`src/hw/rtl/htalloc_ram.sv`:
```
`timescale 1ns / 1ps
// ----------------------------------------------------------------------------
// htalloc_ram: generic single-write, single-read RAM
// One write port, one read port with registered read data.
// ----------------------------------------------------------------------------
module htalloc_ram #(
    parameter int WIDTH = 32,
    parameter int DEPTH = 64
) (
    input  logic                                  clk,
    input  logic                                  we,
    input  logic [(DEPTH > 1 ? $clog2(DEPTH) : 1)-1:0] waddr,
    input  logic [WIDTH-1:0]                      wdata,
    input  logic [(DEPTH > 1 ? $clog2(DEPTH) : 1)-1:0] raddr,
    output logic [WIDTH-1:0]                      rdata
);

    logic [WIDTH-1:0] mem [DEPTH];

    always_ff @(posedge clk)
    begin
        if (we)
        begin
            mem[waddr] <= wdata;
        end
        rdata <= mem[raddr];
    end

endmodule

```
`config.mk`:
```
export PLATFORM = sky130hd
export DESIGN_NAME = htalloc_ram
export DESIGN_NICKNAME = d
export VERILOG_FILES = /design/src/hw/rtl/htalloc_ram.sv
export SDC_FILE = /design/constraint.sdc
export NUM_CORES = 2
export LEC_CHECK = 0
export CAP_MARGIN = 40
export CELL_PAD_IN_SITES_DETAIL_PLACEMENT = 1
export CELL_PAD_IN_SITES_GLOBAL_PLACEMENT = 1
export CORE_MARGIN = 4
export CORE_UTILIZATION = 51
export CTS_CLUSTER_SIZE = 24
export DETAILED_ROUTE_END_ITERATION = 16
export DONT_BUFFER_PORTS = 1
export PLACE_DENSITY = 0.85
export SLEW_MARGIN = 20
export SYNTH_ARGS = -nofsm -noshare
export SYNTH_HDL_FRONTEND = slang
export SYNTH_SLANG_ARGS = --single-unit
```
`constraint.sdc`:
```
create_clock -name clk -period 3 [get_ports clk]
set_clock_uncertainty 0.1 [all_clocks]
set_input_delay 0 -clock clk [delete_from_list [all_inputs] [get_ports clk]]
set_output_delay 0 -clock clk [all_outputs]
set_load 0.1 [all_outputs]
```
==> results.json <==
{
  "finalWorstPathRequiredPeriod_ns": 3.18,
  "worst_skew_pair.late_latency_ns": 0.85,
  "h-tree-depth": 4,
  "clock_tree.root_cell": "clkbuf_16",
  "chipWidth_um": 400,
  "final_max_slew_viol_count": 0,
  "gr-usage-all-layers": 0.306,
  "nets": 3678,
  "critical-path-max-stage-delay_ns": 0.73,
  "clk_transition_reported_paths_ns": 0.07,
  "io_pins": 78,
  "die-area_um2": 160000,
  "tritoncts_clock_tree": "yes",
  "cts-root-to-sink-buffers": 3,
  "postLayoutCellArea_um2": 91200,
  "grt_pass1_wl_um": 342000,
  "routed_wirelength_um": 250000,
  "maximum_number_of_pins_on_one_net_before_global_route_repair": 485,
  "synth_enable_flop_cells": 2048,
  "yosys_register_bits": 2080,
  "avgSynthCellArea_um2": 23.6,
  "power_switching_w": 0.0139,
  "final-hold-violation-count": 0,
  "setup_crit_end_kind": "flop",
  "vias_per_cell": 7.01,
  "final-setup-viol-count": 3,
  "fin_hold_ws_ns": 0.00325,
  "power_frac_clock": 0.414,
  "fillerInstances": 12300,
  "vias": 41000,
  "max_freq_mhz": 315,
  "post-route-util": 0.598,
  "dpl.hpwl_um": 112000,
  "final_layout_size_suffix_gt1_frac": 0.290,
  "fp.coreArea_um2": 152000,
  "synth_flop_cell": "edfxtp_1",
  "critical_path.top_delay_family": "buffers and inverters",
  "finalWeightedCongestion": 0.779,
  "detailed_place.area_um2": 82300,
  "post_drt_wl_per_cell_um": 42.8,
  "critical_path_class": "in -> reg",
  "peakVddDrop_v": 0.000597,
  "cellPowerDensity_nw_per_um2": 676,
  "tightestPinTransition_ns": 1.47,
  "sw_frac_of_total": 0.226,
  "grt_overflow": 0,
  "outcome": "finished with violations",
  "critical_path.max_fanout": 18,
  "ys_types": 34,
  "ys.warnings.count": 0,
  "numClockSinks": 2080,
  "synth_fp_nets": 3370,
  "crit_path_start_kind": "primary input",
  "timing.max_slew.rel_slack": 0.0167,
  "first_pass_detailed_route_iteration_total": 7,
  "grt_pass1_vias": 42400,
  "port_buffers": 0,
  "final.setup.worst_slack_ns": -0.177,
  "chipHeight_um": 400,
  "post_synth_instance_area_um2": 78500,
  "cp_num_cells": 10,
  "maxCapViolCount": 0,
  "critical_path_required_ns": 3.68,
  "antenna_violations_before_repair": 18,
  "worst-endpoint-arrival_ns": 3.86,
  "synthCells": 3324,
  "timing.hold.worst.class": "in -> reg",
  "timing.critical_path.buf_inv": 5,
  "synth_async_sr_flop_share": 0,
  "failing_checks": "setup timing",
  "initial_core_utilization": 0.515,
  "detail_route.iter0.violations": 7529,
  "setup-tns-final_ns": -0.247,
  "worst_hold_path_stage_count": 4,
  "critPathSlowestCell": "dlygate4sd3_1",
  "worst_r2r_path_depth": 7,
  "synthToLayoutAreaGrowth_pct": 16.1,
  "finalCritPeriodShare": 1.06,
  "power.internal_w": 0.0477,
  "detail-route-antenna-nets": 0,
  "share_seq_of_total_power": 0.526,
  "route.detailed.drc": 0,
  "power.total_w": 0.0616,
  "standby_leakage_power_nw": 28.5,
  "cts-buffers-inserted": 195,
  "timing.critical_path.cells": "dlygate4sd3_1 > buf_12 > nand2b_2 > buf_4 > o221ai_1 > a21oi_1 > dlygate4sd3_1 > a21oi_1 > dlygate4sd3_1 > nor2_1",
  "cp_common_cell": "dlygate4sd3_1",
  "num_rows": 143,
  "seq_area_frac_synth": 0.791,
  "pwr-share-comb": 0.060
}
registers in the layout (all words and copies together) (netlist names):
signal and flops:
rdata 32, mem 2048
layer usage:
| layer | up-vias | GRT usage | part of all wire |
|---|---|---|---|
| li1 | 14900 | - | - |
| met1 | 21400 | 0.401 | 0.32 |
| met2 | 3971 | 0.487 | 0.49 |
| met3 | 710 | 0.0863 | 0.14 |
| met4 | 10 | 0.130 | 0.049 |
| met5 | - | 0 | 0.00028 |
synthesized netlist by cell type (2+ instances only):
library cell	instances	area, um2
or3b_2	3	26.3
clkbuf_1	74	278
dfxtp_1	32	641
or3b_1	2	17.5
a311oi_1	8	70.1
nand2_1	26	97.6
mux4_2	544	12300
edfxtp_1	2048	61500
a41o_1	4	40.0
nand3_1	5	25.0
buf_6	5	56.3
nor3_1	7	35.0
nand4_1	2	12.5
nor2_1	137	514
nand2b_1	8	50.1
buf_1	21	78.8
and2_1	2	12.5
or3_1	3	18.8
a22oi_1	12	90.1
nand3b_1	5	37.5
o32ai_1	4	35.0
o221ai_1	27	236
buf_4	25	188
nor2b_1	15	93.8
and3_1	4	25.0
o22ai_1	84	526
a21oi_1	62	310
buf_2	57	285
mux2i_1	93	931
power by group through the flow:
| stage | combinational [W] | sequential, W | clock (W) |
|---|---|---|---|
| floorplan | 0.00157 | 0.0333 | 0 |
| global placement | 0.00191 | 0.0332 | 0 |
| detailed placement | 0.00233 | 0.0330 | 0 |
| CTS | 0.00333 | 0.0324 | 0.0254 |
| global route | 0.00380 | 0.0324 | 0.0269 |
| finish | 0.00372 | 0.0324 | 0.0255 |
path summary, 6_finish.rpt:
path / start / end / slack (ns)
worst max-delay path: raddr[5] / rdata[3] / -0.18
worst min-delay path: raddr[0] / rdata[19] / 0.003
worst max register to register: mem[12][3] / rdata[3] / -0.04
worst min register to register: mem[12][17] / rdata[17] / 0.89
cell usage in the layout (no fill, tap or decap), drive strengths merged, types with 2 or more instances in the layout:
master,instances
or3,3
inv,7
a41o,4
nor2,137
bufinv,18
nand3,5
dlygate4sd3,100
o32ai,4
nand2,26
o22ai,84
nor2b,15
or2,3
nand3b,5
clkbuf,265
and2,2
a22oi,12
a21oi,62
a311oi,8
mux4,544
nor3,7
nand2b,8
or3b,5
clkinv,71
buf,187
and3,4
clkinvlp,6
dfxtp,32
o221ai,27
diode,24
edfxtp,2048
nand4,2
mux2i,93
through the flow:
step	instances	worst slack, ns
CTS	5805	0.0112
detailed placement	5307	0.443
floorplan	3324	0.248
finish	5851	-0.177
global route	5836	-0.128
global placement	5293	0.378
kinds of logic (layout without fill, tap and decap cells):
logic type	after synthesis	in the layout	synth area share
muxes	637	637	0.168
buffers and inverters	182	655	0.0113
other	0	24	0
DFF	2080	2080	0.791
and+or+nand+nor	223	223	0.0127
AOI/OAI and AO/OA	202	202	0.0167
timing repair:
item	4_1_cts	5_1_grt
resized for setup	0	8
setup endpoints to repair	0	18
setup buffers	0	0
hold buffers	136	10
hold endpoints to repair	2772	400
final cells by class:
| class | count | area [um2] | area share |
|---|---|---|---|
| timing repair buffer | 293 | 4040 | 0.0443 |
| antenna | 24 | 60.1 | 0.000659 |
| sequential | 2080 | 62100 | 0.682 |
| tap | 2030 | 2540 | 0.0279 |
| clock inverter | 102 | 1020 | 0.0112 |
| clock buffer | 260 | 5370 | 0.0589 |
| multi-input combinational | 1062 | 16000 | 0.176 |
worst min-delay path: cells and delay by family:
| kind | cells | cell delay, ns |
|---|---|---|
| AOI/OAI and AO/OA | 1 | 0.20 |
| muxes | 2 | 0.50 |
| and+or+nand+nor | 1 | 0.17 |
(Power assumes the default switching activity.)
