==> src/hw/rtl/htalloc_pkg.sv <==
`timescale 1ns / 1ps
// ----------------------------------------------------------------------------
// htalloc_pkg: shared types and constants of the handle table allocator
// Request codes, status codes, entry layout and used-mark word geometry.
// ----------------------------------------------------------------------------
package htalloc_pkg;

    localparam int OPCODE_W = 2;
    localparam int HINDEX_W = 10;
    localparam int HANDLE_W = 32;
    localparam int KIND_W   = 4;
    localparam int STATUS_W = 2;
    localparam int RINDEX_W = 8;

    // used marks are kept in words of this many bits
    localparam int WORD_BITS  = 32;
    localparam int WORD_SEL_W = 5;
    localparam int BYTE_COUNT = WORD_BITS / 8;
    localparam int BYTE_SEL_W = 2;

    typedef enum logic [OPCODE_W-1:0] {
        OP_ALLOC  = 2'd0,
        OP_GET    = 2'd1,
        OP_UPDATE = 2'd2,
        OP_FREE   = 2'd3
    } op_t;

    typedef enum logic [STATUS_W-1:0] {
        ST_OK   = 2'd0,
        ST_BAD  = 2'd1,
        ST_FULL = 2'd2
    } status_t;

    typedef struct packed {
        logic [HANDLE_W-1:0] server;
        logic [HANDLE_W-1:0] priv;
        logic [KIND_W-1:0]   kind;
    } entry_t;

    localparam int ENTRY_W = $bits(entry_t);

    typedef struct packed {
        logic                  found;
        logic [WORD_SEL_W-1:0] pos;
    } scan_res_t;

endpackage

==> src/hw/rtl/htalloc_ffz.sv <==
`timescale 1ns / 1ps
// ----------------------------------------------------------------------------
// htalloc_ffz: lowest free slot finder for one used-mark word
// Masks off slots past the end of the table, then picks the first free byte
// and the first free bit within it.
// ----------------------------------------------------------------------------
module htalloc_ffz #(
    parameter int TABLE_SIZE = 256,
    parameter int WORD_AW    = 3
) (
    input  logic [htalloc_pkg::WORD_BITS-1:0] word,
    input  logic [WORD_AW-1:0]                word_addr,
    output htalloc_pkg::scan_res_t            res
);

    localparam int BW = WORD_AW + htalloc_pkg::WORD_SEL_W + 1;

    logic [htalloc_pkg::WORD_BITS-1:0]  avail;
    logic [htalloc_pkg::BYTE_COUNT-1:0] byte_avail;
    logic [BW-1:0]                      base;
    logic [htalloc_pkg::BYTE_SEL_W-1:0] byte_sel;
    logic [7:0]                         byte_bits;
    logic [2:0]                         bit_sel;

    assign base = BW'(word_addr) << htalloc_pkg::WORD_SEL_W;

    always_comb
    begin
        for (int b = 0; b < htalloc_pkg::WORD_BITS; b++)
        begin
            avail[b] = !word[b] && ((base + BW'(b)) < BW'(TABLE_SIZE));
        end
        for (int k = 0; k < htalloc_pkg::BYTE_COUNT; k++)
        begin
            byte_avail[k] = |avail[k*8 +: 8];
        end
    end

    // priority pick: lowest byte first, then lowest bit
    always_comb
    begin
        byte_sel = '0;
        for (int k = htalloc_pkg::BYTE_COUNT - 1; k >= 0; k--)
        begin
            if (byte_avail[k])
            begin
                byte_sel = htalloc_pkg::BYTE_SEL_W'(k);
            end
        end
        byte_bits = avail[byte_sel*8 +: 8];
        bit_sel = '0;
        for (int b = 7; b >= 0; b--)
        begin
            if (byte_bits[b])
            begin
                bit_sel = 3'(b);
            end
        end
        res.found = |byte_avail;
        res.pos   = {byte_sel, bit_sel};
    end

endmodule

==> config.mk <==
export PLATFORM = sky130hd
export DESIGN_NAME = htalloc_ffz
export DESIGN_NICKNAME = d
export VERILOG_FILES = /design/src/hw/rtl/htalloc_pkg.sv /design/src/hw/rtl/htalloc_ffz.sv
export SDC_FILE = /design/constraint.sdc
export NUM_CORES = 1
export LEC_CHECK = 0
export BUFFER_PORTS_ARGS = -buffer_cell sky130_fd_sc_hd__buf_2
export CORE_AREA = 2 2 39 41
export DETAILED_ROUTE_END_ITERATION = 8
export DIE_AREA = 0 0 41 43
export GPL_TIMING_DRIVEN = 1
export PLACE_DENSITY = 0.82
export SYNTH_ARGS = -nofsm -noshare
export SYNTH_HDL_FRONTEND = slang
export SYNTH_SLANG_ARGS = --single-unit
==> constraint.sdc <==
create_clock -name vclk -period 2.1
set_clock_uncertainty 0.15 [all_clocks]
set_input_delay 0.315 -clock vclk [all_inputs]
set_output_delay 0.315 -clock vclk [all_outputs]
set_load 0.005 [all_outputs]
==> impl_metrics.py <==
metrics = {
    "run_status": {
        "status": "complete, but fails checks",
        "failed_checks": "negative setup slack",
    },
    "global_routing": {
        "grt_pass1_wl_um": 3110,
        "grt_max_degree": 7,
        "grt_usage_pct": 24.9,
        "first_global_vias": 797,
        "grt-ovfl-total": 0,
        "antenna_found_initial": 0,
    },
    "floorplanning": {
        "die_h_um": 43,
        "num_rows": 14,
        "dieArea_um2": 1760,
        "die_w_um": 41,
        "core_um2": 1380,
        "pin_count": 41,
        "start_util_pct": 34.8,
    },
    "timing": {
        "hold_violations": 0,
        "fin_crit_sh_pct": 121,
        "tightest_slew_ns": 0.403,
        "fin_crit_ns": 2.53,
        "whs_ns": 1.05,
        "setup_slack_ns": -0.434,
        "slew_violations": 0,
        "max_freq_mhz": 395,
        "slew-limit-headroom_pct": 72.9,
        "report.final.setup_viol": 3,
        "rsz0062_at_grt": "yes",
    },
    "setup_path": {
        "start_kind": "input pin",
        "path_cells": "buf_6 -> nand4_1 -> nor4_4 -> and4b_4 -> a21o_1 -> nor4bb_2 -> nor4_2 -> buf_2",
        "cp.required_ns": 1.63,
        "worst-path-buf-inv": 2,
        "cp_max_fo": 5,
        "critPathArrivalTime_ns": 2.07,
        "endpoint_kind": "output port",
        "crit_type": "in2out",
        "slowest_stage": "nor4bb_2",
        "cp_top_family": "simple AND/OR/NAND/NOR gates",
        "slowest_delay_ns": 0.42,
    },
    "place": {
        "globalplace.congestion": 0.867,
        "dp_hpwl_um": 1860,
        "io_buffers": 38,
    },
    "routing": {
        "wl_met2_um": 1530,
        "m1WireLength_um": 1070,
        "drc": 0,
        "finalWirelength_um": 3080,
        "wl_per_cell_um": 19.8,
        "ant_nets": 0,
        "drt_iter0_drc": 37,
        "first_pass_iters": 4,
        "detail_route.vias_per_cell": 6.22,
        "dr_wl_met3_um": 362,
        "top_layer_used": "met4",
        "num_vias": 964,
    },
    "flow_run": {
        "maxCapViolCount": 0,
    },
    "finish": {
        "regArea_um2": 0,
        "fin_nets": 176,
        "finish.utilization_pct": 79.3,
        "synthToLayoutAreaGrowth_pct": 128,
        "nClkBuffers": 0,
        "final_layout_size_suffix_gt1_share_pct": 71.9,
        "diodes": 0,
        "seq_cell_count": 0,
    },
    "worst_hold_path": {
        "hold_path_class": "in2out",
    },
    "clock_tree": {
        "cts_hold_buf": 0,
    },
    "power": {
        "peakVddDrop_mv": 0.0643,
        "leakage_nw": 0.523,
        "power_uw": 155,
        "p_per_area_nw_per_um2": 141,
    },
    "logic_synthesis": {
        "seq_area_frac_synth_pct": 0,
        "synth_nets": 97,
        "syn-cell-area_um2": 482,
        "synth.distinct_cells": 35,
        "yosys_warnings": 0,
        "netlist_instances": 62,
        "synth_area_per_cell_um2": 7.77,
    },
}
layout by cell type (no fill, tap or decap), types with 3 or more instances in the layout:
cell type / instances
nor2_1: 5
nand2_1: 4
buf_4: 39
buf_2: 30
o21ai_0: 5
a21oi_2: 3
nand4_1: 4
buf_6: 8
final cells by class:
| class | instances | area, um2 |
|---|---|---|
| Multi-Input combinational cell | 60 | 537 |
| Timing Repair Buffer | 77 | 533 |
| Fill cell | 93 | 287 |
| Tap cell | 16 | 20.0 |
| Inverter | 2 | 7.51 |
metrics by stage:
step	TNS, ns	area (um2)	setup slack [ns]	std cells
3_5_place_dp	-1.07	946	-0.392	149
4_1_cts	-1.03	986	-0.360	151
3_3_place_gp	-0.855	946	-0.292	149
2_1_floorplan	-0.0424	488	-0.0243	62
5_1_grt	-1.30	1100	-0.495	155
6_report	-1.14	1100	-0.434	155
synthesized netlist by cell type, drive strengths merged:
cell type / number / share of area (%)
o31a: 1 / 2.1
nand4: 8 / 17
nand4b: 1 / 1.8
a311oi: 1 / 1.8
nor2b: 1 / 1.3
a21oi: 3 / 3.9
o2111ai: 1 / 1.8
or3b: 1 / 1.8
nor4bb: 1 / 2.1
o21a: 2 / 3.1
a211o: 1 / 1.8
a221oi: 1 / 1.8
nand2b: 2 / 3.1
nand2: 4 / 3.1
o31ai: 4 / 6.2
and4b: 1 / 2.9
a21o: 2 / 3.1
nand3b: 1 / 1.6
nor2: 5 / 3.9
inv: 2 / 1.6
o21ai: 7 / 7.3
a211oi: 1 / 1.6
o32ai: 1 / 3.4
nor4: 3 / 11
o221ai: 1 / 1.8
nand3: 2 / 2.1
mux2: 1 / 2.3
or2: 3 / 3.9
what timing repair did:
item / 4_1_cts / 5_1_grt
endpoints found under the setup margin: 3 / 3
pin swaps: 3 / 9
setup buffers: 2 / 4
gates resized for setup: 4 / 16
logic make-up (layout without fill, tap and decap cells):
group / count (synthesis) / count (layout) / synth area share, %
buf+inv: 2 / 79 / 1.56
simple gates: 33 / 33 / 56.4
mux: 1 / 1 / 2.34
compound gates: 26 / 26 / 39.7
power breakdown:
part | switching (mW) | internal, mW
Combinational | 0.0709 | 0.0839
Sequential | 0 | 0
Clock | 0 | 0
worst paths after layout:
check,start,to,slack [ns],cells after the start
max,word[26],res[2],-0.43,8
min,word[0],res[1],1.05,5
per-layer routing:
| layer | track usage [%] | up-vias |
|---|---|---|
| li1 | - | 421 |
| met3 | 1.05 | 13 |
| met2 | 49.7 | 84 |
| met5 | 0 | - |
| met4 | 5.33 | 0 |
| met1 | 25.3 | 446 |
No activity file was read; power rests on OpenSTA's default activity.
